$ cat src/sv/gnss_binary_and_sentence_framer_top_assert.svh
// ---------------------------------------------------------------------------
// GNSS framer assertion macros
// Immediate-cycle and next-cycle implication checks on clk, disabled in reset.
// ---------------------------------------------------------------------------
`ifndef GNSS_BINARY_AND_SENTENCE_FRAMER_TOP_ASSERT_SVH
`define GNSS_BINARY_AND_SENTENCE_FRAMER_TOP_ASSERT_SVH

`ifndef SYNTHESIS
`define GNSSF_ASSERT(lbl, ante, cons, msg) \
	lbl: assert property (@(posedge clk) disable iff (!arst_n) (ante) |-> (cons)) \
		else $error(msg);
`define GNSSF_ASSERT_NXT(lbl, ante, cons, msg) \
	lbl: assert property (@(posedge clk) disable iff (!arst_n) (ante) |=> (cons)) \
		else $error(msg);
`else
`define GNSSF_ASSERT(lbl, ante, cons, msg)
`define GNSSF_ASSERT_NXT(lbl, ante, cons, msg)
`endif

`endif

$ cat src/sv/gnssf_pkg.sv
// ---------------------------------------------------------------------------
// GNSS framer package
// Shared event codes, result record and defaults.
// ---------------------------------------------------------------------------
`default_nettype none

package gnssf_pkg;

	localparam int BUF_LEN_DEF = 1024;

	localparam int OUT_TDATA_W = 64;
	localparam int OUT_TUSER_W = 3;

	typedef enum logic [2:0] {
		EV_NONE  = 3'd0,
		EV_BIN   = 3'd1,
		EV_GP    = 3'd2,
		EV_PUBX  = 3'd3,
		EV_RESET = 3'd4
	} event_t;

	typedef struct packed {
		logic [7:0]  byte_out;
		logic        byte_kept;
		logic [9:0]  byte_pos;
		event_t      event_res;
		logic [15:0] class_and_id;
		logic [15:0] payload_length;
		logic [10:0] frame_length;
	} res_t;

endpackage

`default_nettype wire

$ cat src/sv/gnss_binary_and_sentence_framer_top.sv
// ---------------------------------------------------------------------------
// GNSS binary and sentence framer
// Frames binary sync messages and "$GP"/"$PUBX" text sentences byte by byte.
// ---------------------------------------------------------------------------
// Usage:
//   s_axis carries one received byte per request in tdata[7:0].
//   m_axis returns one result request per input byte: the echoed byte, a
//   kept flag and frame position in tdata, the frame event in tuser.
//   Binary frame completion carries class/id, payload length and total
//   frame length; sentence completion carries the frame length.
// Path: an accepted byte is held in the input register; its result is
//   loaded into the result register and offered on m_axis when the output is free.
// Throughput: one byte per cycle while m_axis_tready is high, set by the state
//   update in the parser between the input register and the result register.
// Reset: arst_n clears the valid flags of both pipeline registers and the parser to idle.
// Stall: while m_axis_tready is low the result holds, at most one more byte is
//   taken into the input register, then s_axis_tready drops until the
//   result is taken.
// ---------------------------------------------------------------------------
`default_nettype none
`include "gnss_binary_and_sentence_framer_top_assert.svh"

module gnss_binary_and_sentence_framer_top import gnssf_pkg::*; #(
	parameter int BUF_LEN = BUF_LEN_DEF
) (
	input  logic                   clk,
	input  logic                   arst_n,
	input  logic                   s_axis_tvalid,
	output logic                   s_axis_tready,
	input  logic [7:0]             s_axis_tdata,  // rx_byte
	output logic                   m_axis_tvalid,
	input  logic                   m_axis_tready,
	output logic [OUT_TDATA_W-1:0] m_axis_tdata,  // [7:0] byte_out, [8] byte_kept,
	                                              // [18:9] byte_pos, [34:19] class_and_id,
	                                              // [50:35] payload_length,
	                                              // [61:51] frame_length
	output logic [OUT_TUSER_W-1:0] m_axis_tuser   // [2:0] event_res
);

	logic       valid_s1;
	logic [7:0] byte_s1;
	logic       adv;
	logic       out_free;
	res_t       res;

	assign adv           = valid_s1 && out_free;
	assign s_axis_tready = !valid_s1 || adv;

	always_ff @(posedge clk or negedge arst_n) begin
		if (!arst_n) begin
			valid_s1 <= 1'b0;
		end else if (s_axis_tready) begin
			valid_s1 <= s_axis_tvalid;
		end
	end

	always_ff @(posedge clk) begin
		if (s_axis_tvalid && s_axis_tready) byte_s1 <= s_axis_tdata;
	end

	gnssf_parser #(
		.BUF_LEN (BUF_LEN)
	) u_parser (
		.clk     (clk),
		.arst_n  (arst_n),
		.step    (adv),
		.rx_byte (byte_s1),
		.res     (res)
	);

	gnssf_out_reg u_out_reg (
		.clk      (clk),
		.arst_n   (arst_n),
		.load     (adv),
		.d        (res),
		.can_load (out_free),
		.tvalid   (m_axis_tvalid),
		.tready   (m_axis_tready),
		.tdata    (m_axis_tdata),
		.tuser    (m_axis_tuser)
	);

	`GNSSF_ASSERT(a_err_drops, adv && res.event_res == EV_RESET, !res.byte_kept, "error byte kept")
	`GNSSF_ASSERT(a_ids_bin_only, adv && res.event_res != EV_BIN, res.class_and_id == 16'h0000 && res.payload_length == 16'h0000, "ids outside binary completion")
	`GNSSF_ASSERT_NXT(a_load_valid, adv, m_axis_tvalid, "result lost after load")
	`GNSSF_ASSERT(a_accept_free, valid_s1 && !m_axis_tvalid, s_axis_tready, "input stalled with free output")

endmodule

`default_nettype wire

$ cat src/sv/gnssf_parser.sv
// ---------------------------------------------------------------------------
// GNSS framer parser
// Frame state machine: decodes one byte per step, updates frame state.
// ---------------------------------------------------------------------------
`default_nettype none

module gnssf_parser import gnssf_pkg::*; #(
	parameter int BUF_LEN = BUF_LEN_DEF
) (
	input  logic       clk,
	input  logic       arst_n,
	input  logic       step,
	input  logic [7:0] rx_byte,
	output res_t       res
);

	localparam int CW    = $clog2(BUF_LEN + 1);
	localparam int CMP_W = (CW + 1 > 17) ? CW + 1 : 17;
	localparam logic [CW-1:0]    CNT_LIM = CW'(BUF_LEN);
	localparam logic [CMP_W-1:0] HDR_LEN = CMP_W'(6);

	localparam logic [7:0] CH_SYNC1  = 8'hB5;
	localparam logic [7:0] CH_SYNC2  = 8'h62;
	localparam logic [7:0] CH_DOLLAR = 8'h24;
	localparam logic [7:0] CH_G      = 8'h47;
	localparam logic [7:0] CH_P      = 8'h50;
	localparam logic [7:0] CH_U      = 8'h55;
	localparam logic [7:0] CH_B      = 8'h42;
	localparam logic [7:0] CH_X      = 8'h58;
	localparam logic [7:0] CH_CR     = 8'h0D;
	localparam logic [7:0] CH_LF     = 8'h0A;

	typedef enum logic [3:0] {
		ST_IDLE, ST_SYNC1, ST_SYNC2, ST_CLASS, ST_ID, ST_LEN1, ST_PAYLOAD, ST_CKA,
		ST_CKB, ST_DOLLAR, ST_G, ST_P, ST_PU, ST_PUB, ST_BODY, ST_CR
	} state_t;

	typedef enum logic [1:0] {
		KIND_NONE, KIND_GP, KIND_PUBX
	} kind_t;

	state_t           state_q, state_n;
	kind_t            kind_q, kind_n;
	logic [15:0]      cid_q, cid_n;
	logic [15:0]      len_q, len_n;
	logic [CW-1:0]    cnt_q;
	logic [CMP_W-1:0] cnt_p1;
	logic             kept, err, room, is_class;
	event_t           ev;

	always_comb begin
		case (rx_byte) inside
			8'h01, 8'h02, 8'h04, 8'h05, 8'h06, 8'h0A, 8'h0B, 8'h0D, 8'h10: is_class = 1'b1;
			default: is_class = 1'b0;
		endcase
	end

	assign room   = cnt_q < CNT_LIM;
	assign cnt_p1 = CMP_W'(cnt_q) + CMP_W'(1);

	always_comb begin
		state_n = state_q;
		kind_n  = kind_q;
		cid_n   = cid_q;
		len_n   = len_q;
		kept    = 1'b0;
		err     = 1'b0;
		ev      = EV_NONE;
		res.class_and_id   = '0;
		res.payload_length = '0;
		res.frame_length   = '0;
		unique case (state_q)
			ST_IDLE: begin
				if (rx_byte == CH_SYNC1) begin
					kept = 1'b1; state_n = ST_SYNC1;
				end else if (rx_byte == CH_DOLLAR) begin
					kept = 1'b1; state_n = ST_DOLLAR;
				end
			end
			ST_SYNC1: begin
				if (rx_byte == CH_SYNC2) begin
					kept = 1'b1; state_n = ST_SYNC2;
				end else err = 1'b1;
			end
			ST_SYNC2: begin
				if (is_class) begin
					kept = 1'b1; cid_n = {rx_byte, 8'h00}; state_n = ST_CLASS;
				end else err = 1'b1;
			end
			ST_CLASS: begin
				kept = 1'b1; cid_n = {cid_q[15:8], rx_byte}; state_n = ST_ID;
			end
			ST_ID: begin
				kept = 1'b1; len_n = {8'h00, rx_byte}; state_n = ST_LEN1;
			end
			ST_LEN1: begin
				kept    = 1'b1;
				len_n   = {rx_byte, len_q[7:0]};
				state_n = (len_n == 16'h0000) ? ST_CKA : ST_PAYLOAD;
			end
			ST_PAYLOAD: begin
				if (room) begin
					kept = 1'b1;
					if (cnt_p1 >= CMP_W'(len_q) + HDR_LEN) state_n = ST_CKA;
				end else err = 1'b1;
			end
			ST_CKA: begin
				if (room) begin
					kept = 1'b1; state_n = ST_CKB;
				end else err = 1'b1;
			end
			ST_CKB: begin
				if (room) begin
					kept = 1'b1;
					ev   = EV_BIN;
					res.class_and_id   = cid_q;
					res.payload_length = len_q;
					res.frame_length   = cnt_p1[10:0];
				end else err = 1'b1;
			end
			ST_DOLLAR: begin
				if (rx_byte == CH_G) begin
					kept = 1'b1; state_n = ST_G;
				end else if (rx_byte == CH_P) begin
					kept = 1'b1; state_n = ST_P;
				end else err = 1'b1;
			end
			ST_G: begin
				if (rx_byte == CH_P) begin
					kept = 1'b1; kind_n = KIND_GP; state_n = ST_BODY;
				end else err = 1'b1;
			end
			ST_P: begin
				if (rx_byte == CH_U) begin
					kept = 1'b1; state_n = ST_PU;
				end else err = 1'b1;
			end
			ST_PU: begin
				if (rx_byte == CH_B) begin
					kept = 1'b1; state_n = ST_PUB;
				end else err = 1'b1;
			end
			ST_PUB: begin
				if (rx_byte == CH_X) begin
					kept = 1'b1; kind_n = KIND_PUBX; state_n = ST_BODY;
				end else err = 1'b1;
			end
			ST_BODY: begin
				if (room) begin
					kept = 1'b1;
					if (rx_byte == CH_CR) state_n = ST_CR;
				end else err = 1'b1;
			end
			ST_CR: begin
				if (room) begin
					kept = 1'b1;
					if (rx_byte == CH_LF) begin
						ev = (kind_q == KIND_PUBX) ? EV_PUBX : EV_GP;
						res.frame_length = cnt_p1[10:0];
					end
				end else err = 1'b1;
			end
		endcase
		if (err) ev = EV_RESET;
		res.byte_out  = rx_byte;
		res.byte_kept = kept;
		res.byte_pos  = kept ? 10'(cnt_q) : 10'd0;
		res.event_res = ev;
	end

	always_ff @(posedge clk or negedge arst_n) begin
		if (!arst_n) begin
			state_q <= ST_IDLE;
			kind_q  <= KIND_NONE;
			cid_q   <= '0;
			len_q   <= '0;
			cnt_q   <= '0;
		end else if (step) begin
			if (ev != EV_NONE) begin
				state_q <= ST_IDLE;
				kind_q  <= KIND_NONE;
				cid_q   <= '0;
				len_q   <= '0;
				cnt_q   <= '0;
			end else begin
				state_q <= state_n;
				kind_q  <= kind_n;
				cid_q   <= cid_n;
				len_q   <= len_n;
				if (kept) cnt_q <= cnt_q + CW'(1);
			end
		end
	end

endmodule

`default_nettype wire

$ cat src/sv/gnssf_out_reg.sv
// ---------------------------------------------------------------------------
// GNSS framer result register
// Holds one result request and packs it onto the output stream.
// ---------------------------------------------------------------------------
`default_nettype none

module gnssf_out_reg import gnssf_pkg::*; (
	input  logic                   clk,
	input  logic                   arst_n,
	input  logic                   load,
	input  res_t                   d,
	output logic                   can_load,
	output logic                   tvalid,
	input  logic                   tready,
	output logic [OUT_TDATA_W-1:0] tdata,  // byte_out, byte_kept, byte_pos, class_and_id,
	                                       // payload_length, frame_length, zero fill
	output logic [OUT_TUSER_W-1:0] tuser   // event_res
);

	res_t res_s2;
	logic valid_s2;

	assign can_load = !valid_s2 || tready;

	always_ff @(posedge clk or negedge arst_n) begin
		if (!arst_n) begin
			valid_s2 <= 1'b0;
		end else if (can_load) begin
			valid_s2 <= load;
		end
	end

	always_ff @(posedge clk) begin
		if (load && can_load) res_s2 <= d;
	end

	assign tvalid = valid_s2;
	assign tdata  = {2'b00, res_s2.frame_length, res_s2.payload_length, res_s2.class_and_id,
		res_s2.byte_pos, res_s2.byte_kept, res_s2.byte_out};
	assign tuser  = res_s2.event_res;

endmodule

`default_nettype wire
$ cat config.mk
export PLATFORM = sky130hd
export DESIGN_NAME = gnss_binary_and_sentence_framer_top
export DESIGN_NICKNAME = d
export VERILOG_FILES = /design/src/sv/gnssf_pkg.sv /design/src/sv/gnss_binary_and_sentence_framer_top.sv /design/src/sv/gnssf_parser.sv /design/src/sv/gnssf_out_reg.sv
export VERILOG_INCLUDE_DIRS = /design/src /design/src/sv
export SDC_FILE = /design/constraint.sdc
export NUM_CORES = 1
export LEC_CHECK = 0
export BUFFER_PORTS_ARGS = -buffer_cell sky130_fd_sc_hd__buf_2
export CAP_MARGIN = 20
export CORE_MARGIN = 2
export CORE_UTILIZATION = 40
export DETAILED_ROUTE_END_ITERATION = 8
export PLACE_DENSITY = 0.68
export SLEW_MARGIN = 10
export SYNTH_ARGS = -nofsm -noshare
export SYNTH_HDL_FRONTEND = slang
export SYNTH_SLANG_ARGS = --single-unit
$ cat constraint.sdc
create_clock -name clk -period 9.5 [get_ports clk]
set_input_delay 0.95 -clock clk [delete_from_list [all_inputs] [get_ports clk]]
set_output_delay 0.95 -clock clk [all_outputs]
set_load 0.1 [all_outputs]
# Yosys cells after proc, flatten, opt, wreduce, memory -nomap -nowiden
# Index checks and enable logic that the tools add are counted.
totals:
  output_inout_bits: 69
  input_bits: 12
  ff_bits: 124
classes:
  eq_ne: 48
  n_reduce_logical: 29
  n_addsub: 3
  n_lt_le_gt_ge: 2
  mux: 60
op_table:
  columns: ["op", "n"]
  rows:
  - ["2-to-1 mux 4 bit", 16]
  - ["one-hot mux 16 bit (2 select lines)", 2]
  - ["one-hot mux 4 bit (14 select lines)", 1]
  - ["2-to-1 mux 11 bit", 5]
  - ["equality test 8 x 7 -> 1 bit (second input constant)", 6]
  - ["2-to-1 mux 16 bit", 3]
  - ["!= test 3 x 1 -> 1 bit (second input constant)", 11]
  - ["equality test 4 bit (second input constant)", 8]
  - ["equality test 8 x 3 -> 1 bit (second input constant)", 3]
  - ["equality test 8 x 4 -> 1 bit (second input constant)", 3]
  - ["2-to-1 mux 1 bit", 22]
  - ["one-hot mux 11 bit (2 select lines)", 1]
  - ["adder 16 x 3 -> 17 bit (second input constant)", 1]
  - [">= comparator 17 bit", 1]
  - ["equality test 4 x 3 -> 1 bit (second input constant)", 4]
  - ["zero test 16 bit", 1]
  - ["AND reduction 15 bit", 1]
  - ["nonzero test 15 bit", 1]
  - ["adder 11 x 1 -> 12 bit (second input constant)", 1]
  - ["nonzero test 3 bit", 4]
  - ["adder 11 x 1 -> 11 bit (second input constant)", 1]
  - ["< comparator 11 bit (second input constant)", 1]
  - ["one-hot mux 1 bit (10 select lines)", 1]
  - ["2-to-1 mux 3 bit", 3]
  - ["other kinds (25)", 41]

# Logic depth before layout (Yosys ltp)
# Gate-level depths: netlist of the first run.
depth:
  depth_word: 9
  depth_mapped: 15
  depth_no_buf: 15

# Cells and area by module
# A second synthesis of the first run with hierarchy kept.
hier_totals:
  hier_cells: 533
  area_unflattened_um2: 6182.2
modules_own_cells:
  columns: ["mod", "cells_per_inst", "area_each_um2", "seq_area_each_um2", "instances"]
  rows:
  - ["gnssf_parser", 448, 3857.4, 1226.2, 1]
  - ["gnssf_out_reg", 72, 2024.4, 1976.9, 1]
  - ["gnss_binary_and_sentence_framer_top", 13, 300.3, 265.3, 1]

# Worst setup path before layout of the first run
# OpenSTA, ideal clock, no wires.
synth_path:
  kind: "input-to-reg"
  start: "in m_axis_tready"
  end: "reg u_parser.cid_q[11]"
  path_buffers: 1
  t_arrival_ps: 3738
  setup_slack_ps: 5622
  stages: 6
  path_cell_list: "nand2b_1 > nand2_1 > clkinv_1 > o31ai_1 > clkbuf_1 > o31ai_1"
synth_between:
  elab_chain_cells: 3
synth_rtl:
  columns: ["item", "line_no", "source"]
  rows:
  - ["start: declaration", "gnss_binary_and_sentence_framer_top.sv:32", "input logic m_axis_tready,"]
  - ["logical OR 1 bit", "gnssf_out_reg.sv:23", "assign can_load = !valid_s2 || tready;"]
  - ["logical AND 1 bit", "gnss_binary_and_sentence_framer_top.sv:46", "assign adv = valid_s1 && out_free;"]
  - ["named net adv", "gnss_binary_and_sentence_framer_top.sv:42", "logic adv;"]
  - ["AND reduction 4 bit (no line)", null, null]
  - ["end signal: assignment", "gnssf_parser.sv:188", "cid_q <= cid_n;"]
  - ["end: declaration", "gnssf_parser.sv:44", "logic [15:0] cid_q, cid_n;"]
# The timed path passes the listed nets, and every way through them passes these cells.
# A chain may end at the register's enable or synchronous reset.

# Worst setup path after layout of the first run
layout_path:
  start: "reg u_parser.state_q[2]"
  end: "reg u_parser.len_q[3]"
layout_between:
  elab_chain_cells: 7
  elab_cells_between_ends: 23
  cone_classes: "eq/ne: 15; mux: 4; reduce/logical: 4"
layout_rtl:
  columns: ["item", "line_no", "source"]
  rows:
  - ["start: declaration", "gnssf_parser.sv:42", "state_t state_q, state_n;"]
  - ["start signal: assignment", "gnssf_parser.sv:186", "state_q <= state_n;"]
  - ["equality test 4 x 3 -> 1 bit / equality test 4 bit (equally long branches)", "gnssf_parser.sv:72", "unique case (state_q)"]
  - ["OR reduction 5 bit (no line)", null, null]
  - ["one-hot mux 1 bit (8 select lines)", "gnssf_parser.sv:72", null]
  - ["2-to-1 mux 3 bit", "gnssf_parser.sv:164", "if (err) ev = EV_RESET;"]
  - ["nonzero test 3 bit", "gnssf_parser.sv:179", "if (ev != EV_NONE) begin"]
  - ["!= test 2 x 1 -> 1 bit (no line) / nonzero test 2 bit (equally long branches)", null, null]
  - ["AND reduction 3 bit (no line)", null, null]
  - ["end signal: assignment", "gnssf_parser.sv:189", "len_q <= len_n;"]
  - ["end: declaration", "gnssf_parser.sv:45", "logic [15:0] len_q, len_n;"]
# Parallel ways exist; a longest one is shown, timed or not.

==> results.md, run 1 <==
Place:
- The weighted congestion at the end of routability-driven global placement is 0.9092.
- Once detailed placement completed, the half-perimeter wirelength came to 9.304 mm.
- During placement, the flow inserted port buffers numbering 78.

Detailed routing:
- The number of DRC violations after detailed-routing iteration 0 is 490.
- The average wire length per cell after detail routing is 16.96 µm.
- The number of search-and-repair iterations in the first detailed-routing pass is 5.
- After detailed routing, the total wire length is 13.53 mm.
- The routed layout has 4320 vias.
- The post-detailed-route count of antenna-violating nets is 0.
- After detailed routing, the number of remaining DRC violations is 0.
- After detailed routing, the number of vias per cell comes to 5.414.

Worst setup path:
- The critical path buffer and inverter count is 0.
- The largest stage delay on the critical path is 880 ps.
- Traced cell by cell, the critical path runs through nor3_1, and3_1, or3b_2, or4b_4, o31ai_2, nand2_1, o31ai_1.
- Data arrives at the worst endpoint at 4240 ps.
- The kind of capture point of the worst setup path is a flip-flop.
- The required time at the endpoint of the critical path is 9810 ps.
- The slowest stage of the critical path belongs to the cell o31ai_2.
- In this run the worst path has a maximum fanout of 26.
- The family with the most delay on the worst path is simple AND/OR/NAND/NOR gates.
- The critical path is of the reg2reg type.
- The worst setup path is launched from a flip-flop.

Global route:
- Global routing consumed, over all layers together, 17.50% of the routing resources.
- The total grt overflow is 0.
- The first global-routing pass estimated 21.99 mm of wire.
- The pin count of the biggest net entering global routing is 52.
- The number of global-route vias before repair is 4200.
- The initial antenna violation count was 0.

Yosys:
- A synthesized cell averages 11.32 µm².
- The top cell type's share of synthesized area is 36.54%.
- For this run, the register share of the synthesized area comes to 57.81%.
- The total standard cell area after synthesis is 6000 µm².
- The largest area contributor in the netlist is edfxtp_1.
- The synthesized netlist contains 65 unique library cells.
- The number of flip-flops and latches in the synthesized netlist is 124.
- The cell count after synthesis is 530.
- After synthesis, the share of flip-flops with an asynchronous set or reset is 41.13%.
- The number of synthesis warnings is 0.
- Sorting the synthesized cells by area gives the leading types as edfxtp_1 37%, dfrtp_1 21%, and2_1 3.9%.
- In this run, synthesis inferred 73 flip-flops with an integrated enable.
- The most used flip-flop cell after synthesis is edfxtp_1.

Timing:
- The total count of hold-check failures in the final report is 0.
- The worst clock skew on the final layout is 6.515 ps.
- The final number of max-transition violations was 0.
- The measured slew at the worst slew-check pin is 1039 ps.
- For the final routed database, the setup TNS stands at 0 ps.
- The share of the cycle needed by the critical path after routing is 41.41%.
- Setup repair after global routing left no endpoint under its margin.
- The worst path needs 3934 ps of the cycle, external delays included.
- Setup violations remaining at the end of the flow were counted as 0.
- The maximum operating frequency is 0.2542 GHz.
- The relative slew slack is 30.32%.
- On the final layout, the worst hold slack is 470.9 ps.

Power and ir drop:
- Power spread over the standard cell area amounts to 221.4 nW/µm².
- The worst vdd rail ir drop is 0.0001167 V.
- The static power due to leakage is 3.091 nW.

Clocking:
- The post-CTS repair timing setup buffer count is 0.
- The clock latency on the worst-skew pair is 420 ps.
- Counting along the longest clock path gives a buffer depth of 2.
- The library cell used as clock root buffer is clkbuf_16.
- In this run, CTS created clock tree buffers numbering 17.
- The H-tree level count is 4.
- The number of instances resized during post-cts repair is 0.
- Buffers inserted to repair hold after CTS numbered 0.
- After clock tree synthesis, the clock-pin slew on the worst setup and hold paths is 60 ps.
- CTS saw 124 sinks.
- TritonCTS built the clock tree.

Die:
- The die is 126.5 µm tall.
- For this configuration, the core starts out at a cell density of 41.12%.
- The cell row count is 44.
- The die boundary width is 126.5 µm.
- The area of the die is 15990 µm².
- The area of the core is 14590 µm².
- The number of I/O pins is 81.

Finish:
- Counting the fill cells in the layout gives 1289.
- The layout overhead on the synthesized area is 18.85%.
- The total number of nets in the final design is 628.
- The fraction of layout instances using a drive strength above 1 is 20.20%.
- The number of antenna repair diodes is 0.

Hold path:
- The kind of path behind the tightest hold check is reg2reg.

Outcome:
- The run finished with clean final reports.

Run:
- The number of max-cap violations is 0.
[worst paths after layout]
check	endpoint	cells past startpoint	slack, ps	from
max in group asynchronous	u_parser.state_q[0]	2	8400	arst_n
setup reg to reg	u_parser.len_q[3]	7	5570	u_parser.state_q[2]
hold / removal	u_parser.kind_q[0]	1	470	u_parser.kind_q[0]
min in group asynchronous	u_parser.cid_q[13]	2	650	arst_n
hold reg to reg	u_parser.kind_q[0]	1	470	u_parser.kind_q[0]
setup / recovery	u_parser.len_q[3]	7	5570	u_parser.state_q[2]
[cell type report]
class | count | area (µm²) | area share (%)
Clock buffer | 18 | 429.2 | 6.019
Clock inverter | 14 | 193.9 | 2.720
Inverter | 27 | 101.3 | 1.421
Multi-Input combinational cell | 350 | 2297 | 32.22
Sequential cell | 124 | 3468 | 48.64
Tap cell | 184 | 230.2 | 3.229
Timing Repair Buffer | 81 | 410.4 | 5.755
[cell usage after synthesis (all sizes together), types with 6 or more instances]
cell type,instances
a22o,15
nor3,12
inv,26
and2,37
o21ai,19
clkbuf,22
ha,15
xnor2,8
nand2,45
nand3,15
nor2b,10
buf,8
and3,6
o31ai,20
nor2,37
xor2,9
edfxtp,73
mux2i,10
nor4,9
nand2b,9
a21oi,10
dfrtp,51
[cells by family after synthesis]
family | after synthesis | synth area share, %
simple gates | 216 | 19.85
flops | 124 | 57.81
compound gates | 88 | 10.57
buf+inv | 57 | 4.046
xor+xnor | 17 | 2.482
fa+ha+maj | 15 | 3.128
mux | 12 | 2.044
other cells | 1 | 0.06251
[routing by layer]
layer | vias to the layer above | part of all wire [%] | wire length (µm) | global-route usage [%]
met3 | 27 | 6.2 | 845 | 4.682
met2 | 163 | 48 | 6466 | 27.49
met5 | - | 0 | 0 | 0
met1 | 2070 | 44 | 5936 | 23.03
li1 | 2060 | - | - | -
met4 | 0 | 2.1 | 283 | 7.369
[registers in the layout (all words and copies together) (netlist names)]
register / count
u_out_reg.tuser: 3
u_out_reg.tvalid: 1
u_parser.cnt_q: 11
valid_s1: 1
u_parser.cid_q: 16
u_parser.state_q: 4
u_out_reg.tdata: 62
byte_s1: 8
u_parser.len_q: 16
u_parser.kind_q: 2
[where the power goes]
part | internal (W) | switching, W
Clock | 0.000439 | 0.000240
Combinational | 0.0000479 | 0.000215
Sequential | 0.000610 | 0.0000271
Total | 0.00110 | 0.000482
[through the flow]
stage	cells	setup WS [ps]	power, W	cell area, µm²	util, %
2_1_floorplan	531	5622	0.0008608	6003	-
3_3_place_gp	765	5751	0.0009041	6497	44.54
3_5_place_dp	766	5541	0.0009097	6502	44.57
4_1_cts	798	5541	0.001592	7126	48.84
5_1_grt	798	5319	0.001632	7131	48.88
6_report	798	5566	0.001579	7131	48.88
[placed cells by master (no fill, tap or decap), drive strengths merged, types with 15 or more instances in the layout]
cell type | Yosys | routed
a22o | 15 | 15
and2 | 37 | 37
buf | 8 | 81
clkbuf | 22 | 18
dfrtp | 51 | 51
edfxtp | 73 | 73
ha | 15 | 15
inv | 26 | 29
nand2 | 45 | 45
nand3 | 15 | 15
nor2 | 37 | 37
o21ai | 19 | 19
o31ai | 20 | 20
(Power assumes the default switching activity.)
==> run 2, diff against run 1 <==
- clock period: 9.5 -> 3.9 ns (I/O delays scaled with it)
==> run 2 against run 1 <==
Against the previous run: flip-flop and latch count unchanged; sequential power up 140%; largest power group unchanged; non-clock buffer count increased by 15; highest routed layer unchanged; combinational power rose to 2.5 times the previous value; core utilization is 0.76 points higher; die area is the same; clock-buffer cell count stayed put; cell count rose by 1.9%; maximum frequency rose by 7.6%; sequential share of layout area is 0.75 points lower; global-route usage increased by 0.38 points.
==> results.md, run 2 (synthesis results as in run 1) <==
Power and ir drop:
- The net load switching power came to 0.001196 W (+150%).
- The share of power burned in combinational logic was 17.2% (+0.6 points).
- The total power draw came to 0.003835 W (+140%).
- The internal power consumption is 0.002639 W (+140%).
- The share of total power in sequential cells was 40.2% (-0.2 points).
- The clock network fraction of design power is 42.7% (-0.3 points).
- The switching share of power is 31.19% (+0.67 points).
- The worst vdd rail ir drop is 0.0002510 V (+120%).
- The static power due to leakage was 3.186 nW (+3.1%).
- The power per unit of standard cell area is 529.6 nW/µm² (+140%).

Global route:
- The number of global-route vias before repair is 4347 (+3.5%).
- The pin count of the biggest net entering global routing is 52 (unchanged).
- The total grt overflow is 0 (unchanged).
- The first-pass GRT wire length is 22.43 mm (+2.0%).
- The total track usage is 17.88% (+0.38 points).
- The initial antenna violation count is 0 (unchanged).

Timing:
- The total count of hold-check failures in the final report is 0 (unchanged).
- The worst clock skew on the final layout is 12.20 ps (+5.683 ps).
- The relative slew slack was 52.88% (+23 points).
- The minimum clock period came to 3654 ps (-279.3 ps).
- The final number of max-transition violations was 0 (unchanged).
- The measured slew at the worst slew-check pin is 700.8 ps (-338.2 ps).
- The final sum of negative setup slack was 0 ps (unchanged).
- The maximum operating frequency is 0.2737 GHz (+7.6%).
- The share of the cycle needed by the critical path after routing is 93.70% (+52 points).
- The number of endpoints failing setup at the final stage is 0 (unchanged).
- Setup repair after global routing left no endpoint under its margin.

Die:
- The die boundary width is 126.5 µm (unchanged).
- The area of the die was 15990 µm² (unchanged).
- The effective utilization at floorplan is 41.12% (unchanged).
- The cell row count is 44 (unchanged).
- The die extent in y was 126.5 µm (unchanged).
- The number of I/O pins is 81 (unchanged).
- The area of the core is 14590 µm² (unchanged).

Finish:
- The total number of nets in the final design is 643 (+2.4%).
- In the layout the commonest cells are 78 x buf_2, 73 x edfxtp_1, 51 x dfrtp_1.
- The area taken by flip-flops and latches is 3468 µm² (unchanged).
- The number of antenna repair diodes was 0 (unchanged).
- Leaving out fill and tap cells, the most frequent cell in the layout is buf_2.
- The filler cell count is 1286 (-0.23%).
- The layout overhead on the synthesized area is 20.71%.
- The area used by multi-input combinational logic is 2298 µm² (about the same).
- The flip-flop count of the largest register, all copies and words added was 62 (unchanged).
- The fraction of layout instances using a drive strength above 1 is 22.58% (+2.4 points).
- The utilization after layout came to 49.64% (+0.76 points).

Clocking:
- The post-CTS repair timing setup buffer count is 0 (unchanged).
- The clock sink total is 124 (unchanged).
- The TritonCTS buffer count is 17 (unchanged).
- The clock input transition at the sequential cells of the worst setup and hold paths is 60 ps (about the same).
- The number of buffers inserted by hold repair at cts is 0 (unchanged).
- The clock latency on the worst-skew pair came to 420 ps (about the same).
- The H-tree level count is 4 (unchanged).
- The library cell used as clock root buffer is clkbuf_16.
- TritonCTS built the clock tree.
- The worst-case clock buffer depth came to 2 (unchanged).
- The number of instances resized during post-cts repair is 0 (unchanged).

Detailed routing:
- The via count was 4444 (+2.9%).
- The number of search-and-repair iterations in the first detailed-routing pass came to 5 (unchanged).
- The post-route DRC violation count is 0 (unchanged).
- The number of DRC violations after detailed-routing iteration 0 is 425 (-13%).
- The number of vias per cell after detailed routing is 5.466 (+0.97%).
- The average wire length per cell after detail routing is 17.07 µm (+0.67%).
- The sum of routed wire length over all layers was 13.88 mm (+2.6%).
- The post-detailed-route count of antenna-violating nets was 0 (unchanged).

Place:
- The detailed placer's ending HPWL is 9.748 mm (+4.8%).
- The count of buffers from port buffering is 78 (unchanged).
- The weighted congestion at the end of routability-driven global placement is 0.9424 (+3.7%).

Worst setup path:
- The data arrival time of the worst path is 3970 ps (-270 ps).
- The largest fanout on the critical path is 7 (-73%).
- STA classifies the critical path endpoint as a flip-flop.
- The startpoint-to-endpoint class of the critical path is reg2reg.
- The required time at the endpoint of the critical path came to 4210 ps (-5600 ps).
- The worst setup path is launched from a flip-flop.

Hold path:
- In this run the worst hold path is classified as in2async.

Run:
- The number of max-cap violations is 0 (unchanged).

Outcome:
- The flow ran to the end, and the final reports show no timing, DRC or antenna violations.
-- run 2: final timing paths --
path	from	to	slack [ps]	depth (start not counted)
worst max register to register	u_parser.cnt_q[0]	u_parser.state_q[3]	250	15
worst max-delay path	u_parser.cnt_q[0]	u_parser.state_q[3]	250	15
worst min register to register	u_parser.cid_q[9]	u_parser.cid_q[9]	470	2
min in group clk	s_axis_tdata[7]	byte_s1[7]	140	1
worst min-delay path	arst_n	u_parser.cid_q[7]	100	2
max in group asynchronous	arst_n	u_parser.cnt_q[1]	3340	2
-- run 2: metal layers --
| metal | vias up | routed length [µm] | GRT usage (%) |
|---|---|---|---|
| met5 | - | 0 | 0 |
| met4 | 0 | 264 | 6.981 |
| met3 | 24 | 825 | 4.513 |
| met2 | 166 | 6507 | 27.78 |
| met1 | 2163 | 6282 | 24.19 |
| li1 | 2091 | - | - |
-- run 2: area by class of cell --
| type | instances | share of cell area [%] |
|---|---|---|
| Sequential cell | 124 | 47.89 |
| Clock inverter | 14 | 2.471 |
| Clock buffer | 18 | 6.064 |
| Inverter | 27 | 1.399 |
| Multi-Input combinational cell | 350 | 31.74 |
| Timing Repair Buffer | 96 | 7.256 |
| Tap cell | 184 | 3.179 |
-- run 2: power by group through the flow --
stage | Clock, W | Combinational [W] | Sequential (W)
floorplan | 0 | 0.000181 | 0.00192
global placement | 0 | 0.000650 | 0.00156
detailed placement | 0 | 0.000660 | 0.00157
CTS | 0.00166 | 0.000661 | 0.00154
global route | 0.00173 | 0.000691 | 0.00155
finish | 0.00164 | 0.000658 | 0.00154
-- run 2: through the flow --
step	setup WS (ps)	hold slack, ps	area [µm²]	cells
after detailed placement	272.2	466.4	6618	781
after floorplan	46.59	94.41	6003	531
after CTS	251.1	125.6	7236	813
final	245.7	101.8	7242	813
after global placement	402.3	461.0	6618	781
after global routing	34.62	123.6	7242	813
-- run 2: worst max-delay path: stages, from the launching register on --
cell and delay [ps]:
dfrtp_1 450, ha_1 280, nand3_1 150, nor2_2 80
and3_1 220, and3_1 190, ha_1 280, inv_1 60
ha_1 300, nand4_1 80, nor3_1 190, o41ai_1 120
a31oi_1 200, or4b_4 510, a21o_1 210, a22o_1 230
==> run 3, diff against run 2 <==
- PLACE_DENSITY: 0.68 -> 0.7
- clock period: 3.9 -> 3.25 ns (I/O delays scaled with it)
==> run 3 against run 2 <==
Against the previous run: first-iteration DRC count decreased by 22%; clock power up 7%; sequential share of layout area fell by 2.3 points; flip-flop and latch count did not move; combinational power rose by 36%; critical endpoint unchanged; maximum frequency rose by 14%; non-clock buffer count grew 36; via count rose by 3.1%; worst hold slack got worse by 38 ps; largest cell class unchanged.
==> results.md, run 3 (synthesis results as in run 1) <==
Worst setup path:
- The cell that appears most often on the critical path is ha_4.
- The critical path buffer and inverter count is 1 (unchanged).
- The data arrival time of the worst path was 3510 ps (-460 ps).
- The worst reg2reg path startpoint is u_parser.cnt_q[1].
- The largest stage delay on the critical path is 490 ps (-20 ps).
- The worst reg2reg path depth is 15 (unchanged).
- The family with the most delay on the worst path is simple AND/OR/NAND/NOR gates.
- The register-to-register setup slack is 40 ps (-210 ps).
- The largest fanout on the critical path was 2 (-5).
- The critical path is of the reg2reg type.
- The required time at the endpoint of the critical path is 3550 ps (-660 ps).
- In this run the critical register-to-register path is captured at u_parser.state_q[3].
- The kind of start point of the critical path is a flip-flop.
- The critical path's slowest cell is or4b_4.
- The signal on the critical path passes through ha_4, nand3_4, nor2_2, and3_4, and3_4, ha_4, inv_2, ha_4, nand4_1, nor3_2, o41ai_2, a31oi_1, or4b_4, a21o_1, a22o_1.
- The kind of capture point of the worst setup path is a flip-flop.

Detailed routing:
- The total routed wire length on the met1 layer is 6.333 mm (+0.81%).
- The post-detailed-route count of antenna-violating nets came to 0 (unchanged).
- The post-route DRC violation count is 0 (unchanged).
- The routed length on met2 is 6.972 mm (+7.1%).
- The number of DRC violations after detailed-routing iteration 0 is 332 (-22%).
- The sum of routed wire length over all layers came to 14.68 mm (+5.8%).
- The via count is 4581 (+3.1%).
- The number of search-and-repair iterations in the first detailed-routing pass is 5 (unchanged).
- The average wire length per cell after detail routing is 17.29 µm (+1.3%).
- The number of vias per cell after detailed routing came to 5.396 (-1.3%).
- The highest metal layer used by the detailed router is met4.
- The routed length on met3 is 883 µm (+7.0%).

Power and ir drop:
- The worst vdd rail ir drop is 0.0003165 V (+26%).
- The internal power consumption is 0.003073 W (+16%).
- The power per unit of standard cell area came to 590.0 nW/µm² (+11%).
- The clock network fraction of design power is 38.9% (-3.8 points).
- The static power due to leakage was 3.341 nW (+4.9%).
- The share of total power in sequential cells is 41.1% (+0.9 points).
- The share of power burned in combinational logic was 19.9% (+2.7 points).
- The switching share of power was 31.46% (+0.27 points).
- The net load switching power came to 0.001411 W (+18%).

Timing:
- Setup repair after global routing could not meet its margin everywhere.
- The number of endpoints failing setup at the final stage is 0 (unchanged).
- The final sum of negative setup slack is 0 ps (unchanged).
- The worst clock skew on the final layout is 10.92 ps (-1.277 ps).
- The final number of max-transition violations is 0 (unchanged).
- The maximum operating frequency came to 0.3112 GHz (+14%).
- The share of the cycle needed by the critical path after routing is 98.87% (+5.2 points).
- The measured slew at the worst slew-check pin was 951.7 ps (+250.9 ps).
- The minimum clock period is 3213 ps (-440.9 ps).
- The worst-case setup margin in the final layout is 36.64 ps (-209.1 ps).
- The relative slew slack is 36.55% (-16 points).
- The total count of hold-check failures in the final report is 0 (unchanged).

Clocking:
- The H-tree level count is 4 (unchanged).
- The clock input transition at the sequential cells of the worst setup and hold paths came to 60 ps (about the same).
- The clock latency on the worst-skew pair is 420 ps (about the same).
- TritonCTS built the clock tree.
- The worst-case clock buffer depth came to 2 (unchanged).
- The clock sink total is 124 (unchanged).
- The TritonCTS buffer count is 17 (unchanged).
- The library cell used as clock root buffer is clkbuf_16.

Global route:
- The total track usage is 18.69% (+0.81 points).
- The initial antenna violation count is 0 (unchanged).
- The number of global-route vias before repair is 4564 (+5.0%).
- The total grt overflow is 0 (unchanged).
- The pin count of the biggest net entering global routing is 72 (+38%).
- The first-pass GRT wire length is 23.38 mm (+4.2%).

Die:
- The area of the core is 14590 µm² (unchanged).
- The die extent in y is 126.5 µm (unchanged).
- The area of the die was 15990 µm² (unchanged).
- The cell row count is 44 (unchanged).
- The effective utilization at floorplan is 41.12% (unchanged).
- The number of I/O pins is 81 (unchanged).
- The die boundary width was 126.5 µm (unchanged).

Place:
- The weighted congestion at the end of routability-driven global placement was 0.9094 (-3.5%).
- The worst-case setup slack after placement came to -50.89 ps (-323.1 ps).
- The detailed placer's ending HPWL is 10.10 mm (+3.6%).
- The total placed instance area was 6853 µm² (+3.6%).
- The count of buffers from port buffering is 78 (unchanged).

Finish:
- The post-route cell area is 7601 µm² (+5.0%).
- The total number of nets in the final design was 679 (+5.6%).
- The flip-flop count of the largest register, all copies and words added is 62 (unchanged).
- In the layout the commonest cells are 78 x buf_2, 73 x edfxtp_1, 51 x buf_4, 51 x dfrtp_1, 44 x nand2_1.
- The layout overhead on the synthesized area is 26.69%.
- The most common cell after layout, fill and taps aside is buf_2.
- The number of antenna repair diodes is 0 (unchanged).
- The fraction of layout instances using a drive strength above 1 was 29.02% (+6.4 points).

Outcome:
- The flow ran to the end, and the final reports show no timing, DRC or antenna violations.

Run:
- The number of max-cap violations was 0 (unchanged).

Hold path:
- The path class of the tightest hold or removal check is in2async.
run 3: cell types whose count changed in the layout (fill, tap and decap cells not counted), moves of 3 or more:
cell	previous run	this run
nor2_1	36	33
clkinv_2	2	6
ha_1	15	10
ha_4	0	5
buf_4	18	51
inv_6	6	1
run 3: worst register-to-register path, delay by kind of cell (launching register included):
kind                     cells  cell delay (ps)
AND/OR/NAND/NOR              7             1220
buffers and inverters        1               40
flip-flops                   1              420
adder cells (fa/ha/maj)      3              720
AO/OA/AOI/OAI                4              690
run 3: layout make-up:
| type | instances | area [µm²] |
|---|---|---|
| fillers | 1274 | 6988 |
| flip-flops and latches | 124 | 3468 |
| inverters | 27 | 102.6 |
| clock buffers | 20 | 456.7 |
| multi-input cells | 350 | 2431 |
| clock inverters | 12 | 96.34 |
| repair buffers | 132 | 815.8 |
| well taps | 184 | 230.2 |
run 3: layer usage:
layer | vias to the layer above | track usage, %
li1 | 2166 | -
met1 | 2208 | 24.64
met2 | 173 | 28.88
met3 | 34 | 4.850
met4 | 0 | 8.920
met5 | - | 0
run 3: how the worst max path moves through the flow:
| stage | depth (start not counted) | from | end |
|---|---|---|---|
| final | 15 | u_parser.cnt_q[1] | u_parser.state_q[3] |
| after global routing | 15 | u_parser.cnt_q[1] | u_parser.state_q[3] |
| after CTS | 15 | u_parser.cnt_q[1] | u_parser.state_q[3] |
| after detailed placement | 15 | u_parser.cnt_q[0] | u_parser.state_q[3] |
| after global placement | 15 | u_parser.cnt_q[0] | u_parser.state_q[3] |
| after floorplan | 15 | u_parser.cnt_q[0] | u_parser.state_q[3] |
run 3: power by group through the flow:
stage	registers (W)	logic [W]	clock network, W
floorplan	0.00230	0.000221	0
global placement	0.00186	0.000839	0
detailed placement	0.00186	0.000846	0
CTS	0.00184	0.000865	0.00178
global route	0.00185	0.000939	0.00186
finish	0.00184	0.000894	0.00175
run 3: repair_timing:
| action | in CTS | in global routing |
|---|---|---|
| hold buffers | 0 | 0 |
| pin swaps | 8 | 6 |
| setup endpoints to repair | 3 | 4 |
| gates resized for setup | 6 | 16 |
| buffers inserted | 1 | 7 |
run 3: metrics by stage:
step / util [%] / hold WS, ps / instances / power (W)
5_1_grt: 52.10 / 66.76 / 849 / 0.004651
3_5_place_dp: 46.97 / 457.7 / 809 / 0.002708
3_3_place_gp: 46.97 / 460.0 / 809 / 0.002695
2_1_floorplan: - / 29.41 / 531 / 0.002519
4_1_cts: 51.07 / 64.02 / 842 / 0.004479
6_report: 52.10 / 63.38 / 849 / 0.004484
